--- config.mk ---
export PLATFORM = sky130hd
export DESIGN_NAME = boids_div
export DESIGN_NICKNAME = d
export VERILOG_FILES = /design/src/hdl/boids_pkg.sv /design/src/hdl/boids_div.sv
export SDC_FILE = /design/constraint.sdc
export NUM_CORES = 1
export LEC_CHECK = 0
export ABC_AREA = 1
export CAP_MARGIN = 20
export CORE_MARGIN = 2
export CORE_UTILIZATION = 25
export CTS_BUF_LIST = sky130_fd_sc_hd__clkbuf_4
export DETAILED_ROUTE_END_ITERATION = 8
export DONT_BUFFER_PORTS = 1
export PLACE_DENSITY = 0.39
export SLEW_MARGIN = 40
export SYNTH_ARGS = -nofsm -noshare
export SYNTH_HDL_FRONTEND = slang
export SYNTH_SLANG_ARGS = --single-unit
--- constraint.sdc ---
create_clock -name clk_i -period 3.6 [get_ports clk_i]
set_input_delay 0.18 -clock clk_i [delete_from_list [all_inputs] [get_ports clk_i]]
set_output_delay 0.18 -clock clk_i [all_outputs]
set_load 0.005 [all_outputs]
--- src/hdl/boids_pkg.sv ---
// ----------------------------------------------------------------------------
// Boids step package
// Shared codes, register indexes, types and the sequencer state encoding.
// ----------------------------------------------------------------------------
package boids_pkg;

  typedef enum logic [1:0] {
    ACT_WRITE = 2'd0,
    ACT_STEP  = 2'd1,
    ACT_READ  = 2'd2,
    ACT_NONE  = 2'd3
  } action_e;

  typedef enum logic [2:0] {
    REG_FIELD_W   = 3'd0,
    REG_FIELD_H   = 3'd1,
    REG_MAX_SPEED = 3'd2,
    REG_MAX_FORCE = 3'd3,
    REG_ALIGN_R   = 3'd4,
    REG_SEP_R     = 3'd5,
    REG_COH_R     = 3'd6,
    REG_ACTIVE    = 3'd7
  } reg_idx_e;

  typedef enum logic [4:0] {
    ST_IDLE,
    ST_RD_SELF,
    ST_SELF,
    ST_NB_RD,
    ST_NB_LOAD,
    ST_NB_TEST,
    ST_SEP_DIVX,
    ST_SEP_DIVY,
    ST_NB_NEXT,
    ST_STEER_AVG,
    ST_STEER_OFF,
    ST_SCALE_SQ,
    ST_SCALE_DIV,
    ST_SUB_VEL,
    ST_LIM_CHK,
    ST_LIM_DIV,
    ST_ACC,
    ST_EDGE,
    ST_VEL_CHK,
    ST_VEL_DIV,
    ST_WB,
    ST_OUT
  } state_e;

  typedef enum logic [1:0] {
    SQ_A = 2'd0,
    SQ_B = 2'd1,
    SQ_C = 2'd2,
    SQ_V = 2'd3
  } stage_e;

  typedef struct packed {
    logic start;
    logic busy;
    logic done;
  } unit_ctl_t;

  function automatic logic signed [31:0] sat32(input logic signed [65:0] v);
    logic signed [31:0] r;
    if (v > 66'sh7FFF_FFFF) r = 32'sh7FFF_FFFF;
    else if (v < -66'sh8000_0000) r = 32'sh8000_0000;
    else r = v[31:0];
    return r;
  endfunction

endpackage

--- src/hdl/boids_div.sv ---
// ----------------------------------------------------------------------------
// Boids divider
// Signed restoring divider, one quotient bit per cycle, truncating to zero.
// ----------------------------------------------------------------------------
module boids_div (
  input  logic                     clk_i,
  input  logic                     rst_ni,
  input  logic                     start_i,
  input  logic signed [63:0]       num_i,
  input  logic        [63:0]       den_i,
  output boids_pkg::unit_ctl_t     ctl_o,
  output logic signed [63:0]       quo_o
);
  import boids_pkg::*;

  logic [63:0] rem_q, rem_d, quo_q, quo_d, den_q, den_d;
  logic        neg_q, neg_d;
  logic [6:0]  cnt_q, cnt_d;
  logic        busy_q, busy_d, done_q, done_d;
  logic [64:0] trial;
  logic [63:0] rsh;

  always_comb begin
    rem_d  = rem_q;
    quo_d  = quo_q;
    den_d  = den_q;
    neg_d  = neg_q;
    cnt_d  = cnt_q;
    busy_d = busy_q;
    done_d = 1'b0;
    rsh    = {rem_q[62:0], quo_q[63]};
    trial  = {1'b0, rsh} - {1'b0, den_q};
    if (start_i) begin
      quo_d  = num_i[63] ? 64'(-num_i) : num_i;
      rem_d  = '0;
      den_d  = den_i;
      neg_d  = num_i[63];
      cnt_d  = 7'd64;
      busy_d = 1'b1;
    end else if (busy_q) begin
      if (!trial[64]) begin
        rem_d = trial[63:0];
        quo_d = {quo_q[62:0], 1'b1};
      end else begin
        rem_d = rsh;
        quo_d = {quo_q[62:0], 1'b0};
      end
      cnt_d = cnt_q - 7'd1;
      if (cnt_q == 7'd1) begin
        busy_d = 1'b0;
        done_d = 1'b1;
      end
    end
  end

  always_ff @(posedge clk_i or negedge rst_ni) begin
    if (!rst_ni) begin
      busy_q <= 1'b0;
      done_q <= 1'b0;
      cnt_q  <= '0;
    end else begin
      busy_q <= busy_d;
      done_q <= done_d;
      cnt_q  <= cnt_d;
    end
  end

  always_ff @(posedge clk_i) begin
    rem_q <= rem_d;
    quo_q <= quo_d;
    den_q <= den_d;
    neg_q <= neg_d;
  end

  assign quo_o = neg_q ? 64'(-quo_q) : quo_q;
  assign ctl_o = '{start: start_i, busy: busy_q, done: done_q};

  busy_count_a: assert property (@(posedge clk_i) disable iff (!rst_ni)
    busy_q |-> cnt_q != 7'd0) else $error("divider busy with zero count");
  done_after_busy_a: assert property (@(posedge clk_i) disable iff (!rst_ni)
    done_q |-> !busy_q) else $error("divider done while busy");
  start_busy_a: assert property (@(posedge clk_i) disable iff (!rst_ni)
    start_i |=> busy_q) else $error("divider failed to start");

endmodule

==> metrics.yaml <==
outcome: "finished clean"
finalHoldViolCount: 0
cts_tree: "done"
cts_sinks: 201
cts_setup_buffers: 0
grt_pass1_wl_mm: 117
synthToLayoutAreaGrowth_pct: 25.6
maxSlewViolCount: 0
cts_made_buffers: 69
grt_usage_pct: 20.5
synth_area_mm2: 0.0185
ys_types: 48
finalSetupViolCount: 0
syn_nets: 3244
syn_avg_cell_area_um2: 6.06
synth_top_area_share_pct: 21.6
skew_ns: 0.0622
yosysTopAreaCell: "nand2_1"
cts.clk_slew.worst_paths_ns: 0.06
seqCellArea_mm2: 0.00536
synth_warnings: 0
finalSetupTns_ns: 0
irDropWorstVdd_uv: 184
ys_seq_area_share_pct: 29.1
die_area_mm2: 0.0760
period_share_pct: 96.8
dp_hpwl_mm: 61.2
power_density_mw_per_mm2: 303
drv_cap: 0
grt_remaining_overflow: 0
crit_arrival_ns: 3.31
finalNetCount: 3522
viasPerCell: 4.57
die_h_um: 276
routed_wl_mm: 78.4
ys.flop_type: "edfxtp_1"
final_common_cell: "nand2_1"
antenna_found_initial: 8
post_drt_wl_per_cell_um: 18.0
rsz0062_at_grt: "true"
clock_latency_ns: 0.84
hold_class: "in2reg"
synth-edff-count: 129
port_buffers: 0
drtPass1Iterations: 5
layout-drive-gt1-share_pct: 5.21
synth_seq_cells: 201
start_util_pct: 25.3
drc: 0
cts_buffer_depth: 3
max_freq_mhz: 287
worstPathMaxFanout: 4
vias: 19852
htree_levels: 3
multi_input_area_mm2: 0.0106
tightest_slew_ns: 0.809
place_worst_setup_slack_ns: 0.340
worstSetupEndpointType: "output port"
coreArea_mm2: 0.0730
dpl_cell_area_mm2: 0.0195
period_minus_slack_ns: 3.49
startpoint_type: "flop"
synthCells: 3044
stdcell_area_mm2: 0.0232
io_pins: 198
relSlewSlack_pct: 45.7
worstSetupPathType: "reg2out"
fillers: 8296
setup_slack_ns: 0.115
drtAntennaViolNets: 0
die_w_um: 276
mostFrequentLayoutCells: "nand2_1 (1062), inv_1 (588), nor2_1 (288)"
cts-root-buf: "clkbuf_4"
fin_hold_ws_ns: 0.0732
grt_max_degree: 141
p_leak_nw: 11.5
ys_async_sr_fraction_pct: 4.48
grt_pass1_vias: 19639
worst_ep_required_time_ns: 3.42
globalplace.congestion: 0.927
dr.first_iter.drc_count: 1406
netlist_top_cells_area: "nand2_1 (22%), edfxtp_1 (21%), inv_1 (12%), dfxtp_1 (6.8%), nand3_1 (6.6%)"
num_rows: 99
## per-stage QoR
step	power [W]	utilization [%]	std cells
after global placement	0.00397	26.7	3948
after floorplan	0.00362	-	3044
after detailed placement	0.00397	26.7	3950
final	0.00703	31.8	4347
after global routing	0.00748	31.7	4345
after CTS	0.00718	31.7	4338
## where the power goes
part / leakage [nW] / internal (W) / switching [W] / total (W)
combinational: 8.98 / 0.000560 / 0.000905 / 0.00147
sequential: 1.95 / 0.00265 / 0.000148 / 0.00280
clock: 0.555 / 0.00153 / 0.00124 / 0.00276
## flip-flops by register name (all words and copies together) (netlist names)
name and cells:
den_q 64, quo_q 64, rem_q 63, cnt_q 7, busy_q 1, done_q 1, neg_q 1
## repair_timing
| action | CTS | global route |
|---|---|---|
| resized for setup | 6 | 4 |
| hold endpoints to repair | 286 | 0 |
| pin swaps | 0 | 0 |
| endpoints found under the setup margin | 4 | 6 |
| hold buffers | 260 | 0 |
## worst max-delay path, stage by stage, from the launching register on
cell,delay [ns]
edfxtp_1,0.53
nor3_2,0.26
nand4_1,0.23
nor2_1,0.21
nand2_1,0.12
nor3_1,0.64
or2_2,0.26
xor2_1,0.21
## area by class of cell
cell class                 count  share of cell area, %
multi-input combinational   2176                   45.6
inverter                     599                   9.72
tap                          959                   5.18
sequential                   201                   23.1
clock inverter                25                  0.789
timing repair buffer         275                   12.1
antenna                        9                 0.0972
clock buffer                 103                   3.34
## worst paths after layout
| check | start | cells past startpoint | end | slack [ns] |
|---|---|---|---|---|
| worst max-delay path | quo_q[0] | 7 | quo_o[45] | 0.11 |
| worst min-delay path | num_i[43] | 8 | quo_q[47] | 0.07 |
| worst max register to register | den_q[43] | 13 | rem_q[21] | 0.53 |
| worst min register to register | rem_q[43] | 2 | rem_q[43] | 0.47 |
| max in group asynchronous | rst_ni | 2 | cnt_q[3] | 2.97 |
| min in group asynchronous | rst_ni | 2 | busy_q | 0.27 |
## synthesized netlist by cell type (3+ instances only)
library cell  instances
nor2_1              293
dfxtp_1              63
nor2_2                9
a21oi_1              53
nand4_1              53
and2_1                6
nand3_2               5
clkbuf_1             42
dfrtp_1               9
buf_6                 5
nand2_2               5
o21ai_1              21
xnor2_1              35
buf_2                11
buf_1                 5
nand3_1             242
or2_2                 6
nand2_1            1062
ha_1                 68
buf_4                 4
edfxtp_1            129
inv_1               590
nor3_1               39
nor3b_1               5
inv_2                 7
nand3b_1             46
o21ai_0             106
and3_1                3
a31oi_1              12
xor2_1               83
nor4_1                7
## kinds of logic after synthesis
family / count (synthesis) / synth area share [%]
xor+xnor: 118 / 5.60
buf+inv: 667 / 14.0
compound gates: 202 / 5.78
flops: 201 / 29.1
fa+ha+maj: 69 / 4.72
simple gates: 1787 / 40.9
## per-layer routing
metal  wire length [um]  GRT usage, %  vias up  part of all wire (%)
met5                 11             0        -                 0.014
met4               2800          8.51        2                   3.6
met3               4510          3.65      119                   5.8
met2              35700          33.8      541                    46
met1              35400          26.3     9145                    45
li1                   -             -    10045                     -
(Power assumes the default switching activity.)
